==> src/sv/ers_pkg.sv <==
// ----------------------------------------------------------------------------
// ers_pkg
// Shared types and constants for the edge recovery sequencer.
// ----------------------------------------------------------------------------
`timescale 1ns / 1ps

package ers_pkg;

    localparam int NUM_SENSORS = 8;
    localparam int DIST_W      = 16;
    localparam int TIME_W      = 32;
    localparam int SPEED_W     = 7;
    localparam int CFG_IDX_W   = 3;
    localparam int CFG_DATA_W  = 16;

    localparam logic [SPEED_W-1:0] SPEED_MAX  = 7'd100;
    localparam logic [SPEED_W-1:0] HOLD_SPEED = 7'd10;

    // register reset values
    localparam logic [DIST_W-1:0]  RST_EDGE_THR  = 16'd400;
    localparam logic [DIST_W-1:0]  RST_ALIGN_THR = 16'd100;
    localparam logic [15:0]        RST_HOLD_MS   = 16'd800;
    localparam logic [15:0]        RST_TURN_TAIL = 16'd530;
    localparam logic [15:0]        RST_TURN_SIDE = 16'd280;
    localparam logic [15:0]        RST_TURN_FD   = 16'd160;
    localparam logic [15:0]        RST_TURN_RD   = 16'd410;
    localparam logic [SPEED_W-1:0] RST_TURN_SPD  = 7'd20;

    typedef enum logic [CFG_IDX_W-1:0] {
        CFG_EDGE_THR  = 3'd0,
        CFG_ALIGN_THR = 3'd1,
        CFG_HOLD_MS   = 3'd2,
        CFG_TURN_TAIL = 3'd3,
        CFG_TURN_SIDE = 3'd4,
        CFG_TURN_FD   = 3'd5,
        CFG_TURN_RD   = 3'd6,
        CFG_TURN_SPD  = 3'd7
    } cfg_idx_t;

    typedef enum logic [1:0] {
        MODE_UPDATE = 2'd0,
        MODE_START  = 2'd1,
        MODE_DETECT = 2'd2,
        MODE_CLEAR  = 2'd3
    } mode_t;

    typedef enum logic [1:0] {
        RS_IDLE      = 2'd0,
        RS_DETECTED  = 2'd1,
        RS_EXECUTING = 2'd2,
        RS_DONE      = 2'd3
    } run_state_t;

    typedef enum logic [1:0] {
        PH_INIT   = 2'd0,
        PH_TURN   = 2'd1,
        PH_HOLD   = 2'd2,
        PH_FINISH = 2'd3
    } phase_t;

    typedef enum logic [3:0] {
        DIR_NONE        = 4'd0,
        DIR_HEAD        = 4'd1,
        DIR_TAIL        = 4'd2,
        DIR_LEFT        = 4'd3,
        DIR_RIGHT       = 4'd4,
        DIR_FRONT_RIGHT = 4'd5,
        DIR_FRONT_LEFT  = 4'd6,
        DIR_REAR_LEFT   = 4'd7,
        DIR_REAR_RIGHT  = 4'd8
    } dir_t;

    typedef enum logic [2:0] {
        CMD_STOP     = 3'd0,
        CMD_FORWARD  = 3'd1,
        CMD_BACKWARD = 3'd2,
        CMD_LEFT     = 3'd3,
        CMD_RIGHT    = 3'd4
    } cmd_t;

    typedef struct packed {
        logic [3:0]         direction;
        logic               motor_valid;
        logic [2:0]         motor_cmd;
        logic [SPEED_W-1:0] motor_speed;
        logic               active;
        logic               done_res;
    } result_t;

endpackage

==> src/sv/edge_recovery_sequencer.sv <==
// ----------------------------------------------------------------------------
// edge_recovery_sequencer
// Edge detection over eight distance lanes plus a four-phase recovery
// sequencer (init, turn, hold, finish) driven by millisecond time stamps.
// ----------------------------------------------------------------------------
//
//  channel | handshake               | payload
//  --------+-------------------------+-------------------------------------
//  in      | in_valid / in_stall     | mode, now_ms, dist0..dist7
//  out     | out_valid / out_stall   | direction, motor_valid, motor_cmd,
//          |                         | motor_speed, active, done_res
//  cfg     | cfg_valid / cfg_ready   | cfg_index, cfg_data
//
//  One item per cycle while in_stall is low; each result is registered in the
//  output buffer, and a stalled output delays it until it drains.
//  Detection and the sequencer step are combinational between the input
//  transfer and the output register.
//  A two-entry output (main register plus skid) keeps input open while one
//  result waits; in_stall rises only when both entries are full.
//  cfg_ready is always high. rst_n clears sequencer state, output valids and
//  loads register defaults.
// ----------------------------------------------------------------------------
`timescale 1ns / 1ps

module edge_recovery_sequencer
    import ers_pkg::*;
(
    input  logic                  clk,
    input  logic                  rst_n,

    input  logic                  in_valid,
    output logic                  in_stall,
    input  logic [1:0]            mode,
    input  logic [TIME_W-1:0]     now_ms,
    input  logic [DIST_W-1:0]     dist0,
    input  logic [DIST_W-1:0]     dist1,
    input  logic [DIST_W-1:0]     dist2,
    input  logic [DIST_W-1:0]     dist3,
    input  logic [DIST_W-1:0]     dist4,
    input  logic [DIST_W-1:0]     dist5,
    input  logic [DIST_W-1:0]     dist6,
    input  logic [DIST_W-1:0]     dist7,

    output logic                  out_valid,
    input  logic                  out_stall,
    output logic [3:0]            direction,
    output logic                  motor_valid,
    output logic [2:0]            motor_cmd,
    output logic [SPEED_W-1:0]    motor_speed,
    output logic                  active,
    output logic                  done_res,

    input  logic                  cfg_valid,
    output logic                  cfg_ready,
    input  logic [CFG_IDX_W-1:0]  cfg_index,
    input  logic [CFG_DATA_W-1:0] cfg_data
);

    // ---------------- configuration registers ----------------
    logic [DIST_W-1:0]  edge_thr_reg;
    logic [DIST_W-1:0]  align_thr_reg;
    logic [15:0]        hold_ms_reg;
    logic [15:0]        turn_tail_reg;
    logic [15:0]        turn_side_reg;
    logic [15:0]        turn_fd_reg;
    logic [15:0]        turn_rd_reg;
    logic [SPEED_W-1:0] turn_spd_reg;

    logic cfg_fire;

    assign cfg_ready = 1'b1;
    assign cfg_fire  = cfg_valid && cfg_ready;

    always_ff @(posedge clk or negedge rst_n)
    begin
        if (!rst_n)
        begin
            edge_thr_reg  <= RST_EDGE_THR;
            align_thr_reg <= RST_ALIGN_THR;
            hold_ms_reg   <= RST_HOLD_MS;
            turn_tail_reg <= RST_TURN_TAIL;
            turn_side_reg <= RST_TURN_SIDE;
            turn_fd_reg   <= RST_TURN_FD;
            turn_rd_reg   <= RST_TURN_RD;
            turn_spd_reg  <= RST_TURN_SPD;
        end
        else if (cfg_fire)
        begin
            case (cfg_idx_t'(cfg_index))
                CFG_EDGE_THR:  edge_thr_reg  <= cfg_data;
                CFG_ALIGN_THR: align_thr_reg <= cfg_data;
                CFG_HOLD_MS:   hold_ms_reg   <= cfg_data;
                CFG_TURN_TAIL: turn_tail_reg <= cfg_data;
                CFG_TURN_SIDE: turn_side_reg <= cfg_data;
                CFG_TURN_FD:   turn_fd_reg   <= cfg_data;
                CFG_TURN_RD:   turn_rd_reg   <= cfg_data;
                CFG_TURN_SPD:  turn_spd_reg  <= cfg_data[SPEED_W-1:0];
                default:       ;
            endcase
        end
    end

    // ---------------- detection lanes ----------------
    logic [DIST_W-1:0]      dist_vec [NUM_SENSORS];
    logic [NUM_SENSORS-1:0] below;
    dir_t                   det_dir;

    assign dist_vec[0] = dist0;
    assign dist_vec[1] = dist1;
    assign dist_vec[2] = dist2;
    assign dist_vec[3] = dist3;
    assign dist_vec[4] = dist4;
    assign dist_vec[5] = dist5;
    assign dist_vec[6] = dist6;
    assign dist_vec[7] = dist7;

    for (genvar g = 0; g < NUM_SENSORS; g++)
    begin : g_lane
        ers_lane u_lane
        (
            .reading   (dist_vec[g]),
            .threshold (edge_thr_reg),
            .below     (below[g])
        );
    end

    ers_merge u_merge
    (
        .below (below),
        .dir   (det_dir)
    );

    // ---------------- output buffer: main + skid ----------------
    result_t main_reg;
    result_t skid_reg;
    logic    main_v_reg;
    logic    skid_v_reg;
    result_t res_new;
    logic    in_fire;
    logic    out_fire;

    assign in_stall = skid_v_reg;
    assign in_fire  = in_valid && !in_stall;
    assign out_fire = main_v_reg && !out_stall;

    // ---------------- sequencer state ----------------
    run_state_t         run_state_reg, run_state_next;
    phase_t             phase_reg, phase_next;
    dir_t               edge_dir_reg, edge_dir_next;
    logic [TIME_W-1:0]  start_ms_reg, start_ms_next;
    logic               done_flag_reg, done_flag_next;

    always_ff @(posedge clk or negedge rst_n)
    begin
        if (!rst_n)
        begin
            run_state_reg <= RS_IDLE;
            phase_reg     <= PH_INIT;
            edge_dir_reg  <= DIR_NONE;
            start_ms_reg  <= '0;
            done_flag_reg <= 1'b0;
        end
        else if (in_fire)
        begin
            run_state_reg <= run_state_next;
            phase_reg     <= phase_next;
            edge_dir_reg  <= edge_dir_next;
            start_ms_reg  <= start_ms_next;
            done_flag_reg <= done_flag_next;
        end
    end

    logic [TIME_W-1:0]  elapsed;
    logic [15:0]        turn_time;
    logic [SPEED_W-1:0] turn_spd;
    logic [DIST_W:0]    front_diff;
    logic               align_fwd;
    logic [3:0]         dir_out;
    logic               mv;
    cmd_t               mc;
    logic [SPEED_W-1:0] ms;

    // elapsed wraps mod 2^32
    assign elapsed    = now_ms - start_ms_reg;
    assign turn_spd   = (turn_spd_reg > SPEED_MAX) ? SPEED_MAX : turn_spd_reg;
    assign front_diff = {1'b0, dist1} - {1'b0, dist2};
    assign align_fwd  = (dist1 > dist2) && (front_diff[DIST_W-1:0] >= align_thr_reg);

    always_comb
    begin
        case (edge_dir_reg)
            DIR_TAIL:                        turn_time = turn_tail_reg;
            DIR_LEFT, DIR_RIGHT:             turn_time = turn_side_reg;
            DIR_FRONT_LEFT, DIR_FRONT_RIGHT: turn_time = turn_fd_reg;
            DIR_REAR_LEFT, DIR_REAR_RIGHT:   turn_time = turn_rd_reg;
            default:                         turn_time = '0;
        endcase
    end

    always_comb
    begin
        run_state_next = run_state_reg;
        phase_next     = phase_reg;
        edge_dir_next  = edge_dir_reg;
        start_ms_next  = start_ms_reg;
        done_flag_next = done_flag_reg;
        dir_out        = edge_dir_reg;
        mv             = 1'b0;
        mc             = CMD_STOP;
        ms             = '0;

        case (mode_t'(mode))
            MODE_START, MODE_DETECT:
            begin
                dir_out = det_dir;
                if ((mode_t'(mode) == MODE_START) && (det_dir != DIR_NONE))
                begin
                    run_state_next = RS_DETECTED;
                    edge_dir_next  = det_dir;
                    phase_next     = PH_INIT;
                    start_ms_next  = now_ms;
                    done_flag_next = 1'b0;
                end
            end
            MODE_CLEAR:
            begin
                run_state_next = RS_IDLE;
                edge_dir_next  = DIR_NONE;
                phase_next     = PH_INIT;
                start_ms_next  = '0;
                done_flag_next = 1'b0;
                dir_out        = DIR_NONE;
            end
            default:
            begin
                // update step
                case (run_state_reg)
                    RS_DETECTED:
                    begin
                        // arm and run init in the same step
                        run_state_next = RS_EXECUTING;
                        phase_next     = PH_TURN;
                        start_ms_next  = now_ms;
                    end
                    RS_EXECUTING:
                    begin
                        case (phase_reg)
                            PH_INIT:
                            begin
                                phase_next    = PH_TURN;
                                start_ms_next = now_ms;
                            end
                            PH_TURN:
                            begin
                                mv = 1'b1;
                                case (edge_dir_reg)
                                    DIR_LEFT, DIR_FRONT_LEFT, DIR_REAR_LEFT:
                                    begin
                                        mc = CMD_LEFT;
                                        ms = turn_spd;
                                    end
                                    DIR_RIGHT, DIR_TAIL, DIR_FRONT_RIGHT, DIR_REAR_RIGHT:
                                    begin
                                        mc = CMD_RIGHT;
                                        ms = turn_spd;
                                    end
                                    default:
                                    begin
                                        mc = CMD_STOP;
                                        ms = '0;
                                    end
                                endcase
                                if (elapsed >= {16'd0, turn_time})
                                begin
                                    phase_next    = PH_HOLD;
                                    start_ms_next = now_ms;
                                end
                            end
                            PH_HOLD:
                            begin
                                if (elapsed >= {16'd0, hold_ms_reg})
                                begin
                                    phase_next    = PH_FINISH;
                                    start_ms_next = now_ms;
                                end
                                else
                                begin
                                    mv = 1'b1;
                                    ms = HOLD_SPEED;
                                    mc = align_fwd ? CMD_FORWARD : CMD_BACKWARD;
                                end
                            end
                            default:
                            begin
                                run_state_next = RS_DONE;
                                done_flag_next = 1'b1;
                            end
                        endcase
                    end
                    default: ;
                endcase
            end
        endcase

        res_new.direction   = dir_out;
        res_new.motor_valid = mv;
        res_new.motor_cmd   = mc;
        res_new.motor_speed = ms;
        res_new.active      = (run_state_next == RS_DETECTED) ||
                              (run_state_next == RS_EXECUTING);
        res_new.done_res    = done_flag_next;
    end

    // main register refills from skid first so order is kept
    always_ff @(posedge clk or negedge rst_n)
    begin
        if (!rst_n)
        begin
            main_v_reg <= 1'b0;
            skid_v_reg <= 1'b0;
        end
        else if (!main_v_reg || out_fire)
        begin
            if (skid_v_reg)
            begin
                main_v_reg <= 1'b1;
                skid_v_reg <= 1'b0;
            end
            else
            begin
                main_v_reg <= in_fire;
            end
        end
        else if (in_fire)
        begin
            skid_v_reg <= 1'b1;
        end
    end

    always_ff @(posedge clk)
    begin
        if (!main_v_reg || out_fire)
        begin
            main_reg <= skid_v_reg ? skid_reg : res_new;
        end
        else if (in_fire)
        begin
            skid_reg <= res_new;
        end
    end

    assign out_valid   = main_v_reg;
    assign direction   = main_reg.direction;
    assign motor_valid = main_reg.motor_valid;
    assign motor_cmd   = main_reg.motor_cmd;
    assign motor_speed = main_reg.motor_speed;
    assign active      = main_reg.active;
    assign done_res    = main_reg.done_res;

`ifndef SYNTHESIS
    a_skid_implies_main: assert property (@(posedge clk) disable iff (!rst_n)
        skid_v_reg |-> main_v_reg)
        else $error("skid entry held without main entry");

    a_done_matches_state: assert property (@(posedge clk) disable iff (!rst_n)
        done_flag_reg == (run_state_reg == RS_DONE))
        else $error("done flag out of step with run state");

    a_exec_not_init: assert property (@(posedge clk) disable iff (!rst_n)
        (run_state_reg == RS_EXECUTING) |-> (phase_reg != PH_INIT))
        else $error("executing run parked in init phase");

    a_clear_idles: assert property (@(posedge clk) disable iff (!rst_n)
        (in_fire && (mode == MODE_CLEAR)) |=> (run_state_reg == RS_IDLE))
        else $error("clear did not return sequencer to idle");
`endif

endmodule

==> src/sv/ers_lane.sv <==
// ----------------------------------------------------------------------------
// ers_lane
// One sensor lane: strict below-threshold edge test.
// ----------------------------------------------------------------------------
`timescale 1ns / 1ps

module ers_lane
    import ers_pkg::*;
(
    input  logic [DIST_W-1:0] reading,
    input  logic [DIST_W-1:0] threshold,
    output logic              below
);

    assign below = (reading < threshold);

endmodule

==> src/sv/ers_merge.sv <==
// ----------------------------------------------------------------------------
// ers_merge
// Combines lane hits into one edge direction by fixed priority.
// ----------------------------------------------------------------------------
`timescale 1ns / 1ps

module ers_merge
    import ers_pkg::*;
(
    input  logic [NUM_SENSORS-1:0] below,
    output dir_t                   dir
);

    always_comb
    begin
        if (below[1] && below[2])
        begin
            dir = DIR_TAIL;
        end
        else if (below[3] && below[4])
        begin
            dir = DIR_LEFT;
        end
        else if (below[5])
        begin
            dir = DIR_FRONT_LEFT;
        end
        else if (below[0])
        begin
            dir = DIR_FRONT_RIGHT;
        end
        else if (below[7])
        begin
            dir = DIR_REAR_LEFT;
        end
        else if (below[6])
        begin
            dir = DIR_REAR_RIGHT;
        end
        else
        begin
            dir = DIR_NONE;
        end
    end

endmodule
==> config.mk <==
export PLATFORM = sky130hd
export DESIGN_NAME = edge_recovery_sequencer
export DESIGN_NICKNAME = d
export VERILOG_FILES = /design/src/sv/ers_pkg.sv /design/src/sv/edge_recovery_sequencer.sv /design/src/sv/ers_lane.sv /design/src/sv/ers_merge.sv
export SDC_FILE = /design/constraint.sdc
export NUM_CORES = 1
export LEC_CHECK = 0
export ABC_CLOCK_PERIOD_IN_PS = 11810
export BUFFER_PORTS_ARGS = -buffer_cell sky130_fd_sc_hd__buf_4
export CAP_MARGIN = 20
export CORE_ASPECT_RATIO = 0.75
export CORE_UTILIZATION = 50
export DETAILED_ROUTE_END_ITERATION = 16
export GPL_TIMING_DRIVEN = 0
export HOLD_SLACK_MARGIN = 0.12
export PLACE_DENSITY = 0.77
export RECOVER_POWER = 100
export SLEW_MARGIN = 30
export SYNTH_ARGS = -nofsm -noshare
export SYNTH_HDL_FRONTEND = slang
export SYNTH_HIERARCHICAL = 1
export SYNTH_SLANG_ARGS = --single-unit
==> constraint.sdc <==
create_clock -name clk -period 11.81 [get_ports clk]
set_input_delay 1.7715 -clock clk [delete_from_list [all_inputs] [get_ports clk]]
set_output_delay 1.7715 -clock clk [all_outputs]
set_load 0.05 [all_outputs]
==> run_results.csv <==
group,metric,value,unit
synth,synth_cell_types,81,
worst_hold_path,hold_path.class,"register to register",
setup_path,reg2reg_slack,5680,ps
timing,drv_slew,167,
setup_path,critPathKind,"primary input to register",
power,ir_drop,0.000107,V
global_routing,grt-ovfl-total,0,
drt,drc_errors,0,
synth,synth-edff-count,34,
setup_path,r2r-end,"start_ms_reg[7]",
clock_network,clock_latency,450,ps
clock_network,h-tree-depth,4,
drt,firstDrtPassIters,5,
drt,viasPerCell,5.66,
power,finalPower,3100,µW
timing,worst_pin_slew,3460,ps
global_routing,grt_pass1_vias,13141,
placement,gp_congestion,0.948,
synth,synth_nets,2086,
power,p_per_area,172,nW/µm²
floorplan,start_util,51.2,%
clock_network,cts.sinks,196,
synth,synth_seq_cells,196,
timing,final.setup_skew,13.0,ps
setup_path,reg2reg_depth,17,
drt,vias,13073,
status,run_status,"finished, violations left",
floorplan,core_area,30300,µm²
setup_path,arrival,7580,ps
floorplan,die_y,155,µm
power,power_frac_seq,30.8,%
placement,preCtsSetupSlack,5230,ps
status,violations,"max-capacitance violations, max-slew violations",
drt,antenna_left,0,
synth,async_flop_share,82.7,%
cells_and_area,final_core_util,59.3,%
drt,drtIter0Drc,1024,
worst_hold_path,hold_path.startpoint,"start_ms_reg[0]",
drt,detail_route.wirelength,40600,µm
synth,synthCells,1674,
floorplan,io_pins,206,
timing,fin_setup_tns,0,ps
timing,rsz0062_at_grt,"no",
worst_hold_path,min_path_cells,1,
clock_network,cts_resized,0,
power,p_clk_share,18.4,%
timing,post-route-min-period,7230,ps
floorplan,die_area,31800,µm²
synth,ys.flop_type,"dfrtp_1",
cells_and_area,nets,2307,
synth,netlist_area,15500,µm²
clock_network,post-cts-setup-buffers,0,
setup_path,worstSetupStartpointType,"primary input",
clock_network,tritoncts,"yes",
placement,dp_hpwl,32500,µm
clock_network,numCtsBuffers,17,
synth,yosysWarningCount,6,
placement,port_buffers,200,
global_routing,grt_usage,26.0,%
timing,setup_viol,0,
job,cap_violations,3,
cells_and_area,drive_gt1_share,18.6,%
global_routing,grt_max_degree,68,
timing,maxSlewHeadroom,-131,%
cells_and_area,fill_cells,2656,
worst_hold_path,hold_end,"start_ms_reg[0]",
clock_network,cts_hold_buffers,0,
synth,avgSynthCellArea,9.28,µm²
setup_path,worstPathMaxFanout,10,
setup_path,crit_path_end_kind,"register",
cells_and_area,syn_to_final_growth,15.8,%
setup_path,cp-startpoint,"now_ms[0]",
setup_path,required,12170,ps
global_routing,grt_pass1_wl,65600,µm
timing,fin_ws,4580,ps
clock_network,path_clk_slew,70,ps
power,p_sw,1300,µW
floorplan,fp-row-count,55,
drt,wl_per_cell,17.6,µm
floorplan,die_x,206,µm
power,p_leak,0.00877,µW
power,p_comb_share,50.8,%
clock_network,cts_root_buffer,"clkbuf_16",
timing,fin_hold_ws,504,ps
setup_path,rr_startpoint,"edge_dir_reg[1]",
power,internal-power,1800,µW
clock_network,clockBufferDepth,2,
timing,max_freq,0.138,GHz
timing,min_period_over_period,61.2,%
power,swShare,42.0,%
global_routing,antenna_found_initial,2,
cells_and_area,largest_reg_flops,32,
timing,hold_violations,0,
synth,yosysSeqAreaShare,32.9,%
## through the flow
step | instance area (µm²) | std cells
2_1_floorplan | 15500 | 1674
3_3_place_gp | 17500 | 2273
3_5_place_dp | 17600 | 2275
4_1_cts | 18200 | 2307
5_1_grt | 18000 | 2307
6_report | 18000 | 2308
## routing by layer
layer  global-route usage [%]  wire (µm)
met1                     36.5      19200
met2                     40.8      18000
met3                     4.51       2630
met5                        0         13
met4                     7.72        700
## cell families after synthesis
logic type               count (synthesis)  share of synthesized area (%)
XOR/XNOR                                29                           1.63
AO/OA/AOI/OAI                          389                           17.1
multiplexers                           145                           10.2
adder cells (fa/ha/maj)                227                           18.4
other                                    1                         0.0241
AND/OR/NAND/NOR                        386                           12.3
buffers and inverters                  301                           7.54
flip-flops                             196                           32.9
## power by group through the flow
| stage | clock network (µW) | registers (µW) | logic [µW] |
|---|---|---|---|
| global route | 613 | 974 | 1780 |
| CTS | 584 | 954 | 1580 |
| floorplan | 0 | 946 | 1130 |
| global placement | 0 | 961 | 1490 |
| detailed placement | 0 | 968 | 1570 |
| finish | 572 | 956 | 1580 |
## cells in the mapped netlist, drive strengths merged (7+ instances only)
| cell | number | area (µm²) |
|---|---|---|
| clkbuf | 41 | 154 |
| a2111oi | 9 | 78.8 |
| nand4 | 30 | 188 |
| mux2 | 106 | 1190 |
| a21o | 52 | 390 |
| nand2 | 133 | 499 |
| a221o | 11 | 110 |
| dfstp | 24 | 631 |
| a31oi | 11 | 90.1 |
| a21oi | 90 | 462 |
| nand3 | 18 | 90.1 |
| buf | 15 | 98.8 |
| a21boi | 16 | 120 |
| ha | 224 | 2800 |
| o21bai | 12 | 90.1 |
| mux2i | 39 | 390 |
| o21ai | 95 | 475 |
| edfxtp | 34 | 1020 |
| nand2b | 51 | 319 |
| nor2b | 10 | 62.6 |
| xnor2 | 22 | 193 |
| nor2 | 64 | 248 |
| o311ai | 9 | 78.8 |
| and3 | 16 | 100 |
| xor2 | 7 | 61.3 |
| inv | 244 | 916 |
| nor3 | 26 | 130 |
| o21a | 20 | 150 |
| a222oi | 15 | 150 |
| o41ai | 7 | 68.8 |
| dfrtp | 138 | 3450 |
## critical path, stage by stage
cell and delay, ps:
clkbuf_4 120, inv_1 60, ha_1 170, inv_1 60
fa_1 400, a21oi_1 240, o22ai_1 200, a211oi_1 580
nor2_1 140, nor2_1 150, xnor2_1 130, ha_1 310
and4_1 230, nand2_1 90, a221o_1 260, a221oi_1 280
a31oi_1 80, o21ai_0 440, nand2_1 90, a31oi_1 800
clkbuf_1 680, mux2i_1 280
## layout make-up
type,instances,area (µm²),area share [%]
multi-input cells,1177,9240,51.3
diodes,1,2.50,0.0139
well taps,399,499,2.77
plain buffers,56,230,1.28
inverters,245,920,5.11
repair buffers,202,1430,7.92
flip-flops and latches,196,5100,28.4
clock inverters,14,141,0.786
clock buffers,18,439,2.44
## cell usage in the layout (no fill, tap or decap), types with 24 or more instances in the layout
master | synthesis | layout
inv_1 | 244 | 244
nor3_1 | 26 | 26
clkbuf_1 | 41 | 68
nor2_1 | 63 | 63
mux2i_1 | 39 | 39
nand4_1 | 30 | 30
a21oi_1 | 87 | 87
a21o_1 | 52 | 52
dfstp_2 | 24 | 24
buf_4 | 2 | 178
edfxtp_1 | 34 | 34
mux2_2 | 102 | 96
ha_1 | 224 | 224
dfrtp_1 | 138 | 138
nand2b_1 | 51 | 51
nand2_1 | 133 | 133
o21ai_0 | 87 | 88
## worst max-delay path by stage
stage,to,slack [ps],depth (start not counted)
after floorplan,phase_reg[1],6420,20
after global placement,start_ms_reg[10],5330,22
after detailed placement,start_ms_reg[16],5230,22
after CTS,start_ms_reg[7],5680,22
after global routing,start_ms_reg[7],4240,22
final,start_ms_reg[7],4580,22
Note: power is estimated with default switching activity, not from simulation.
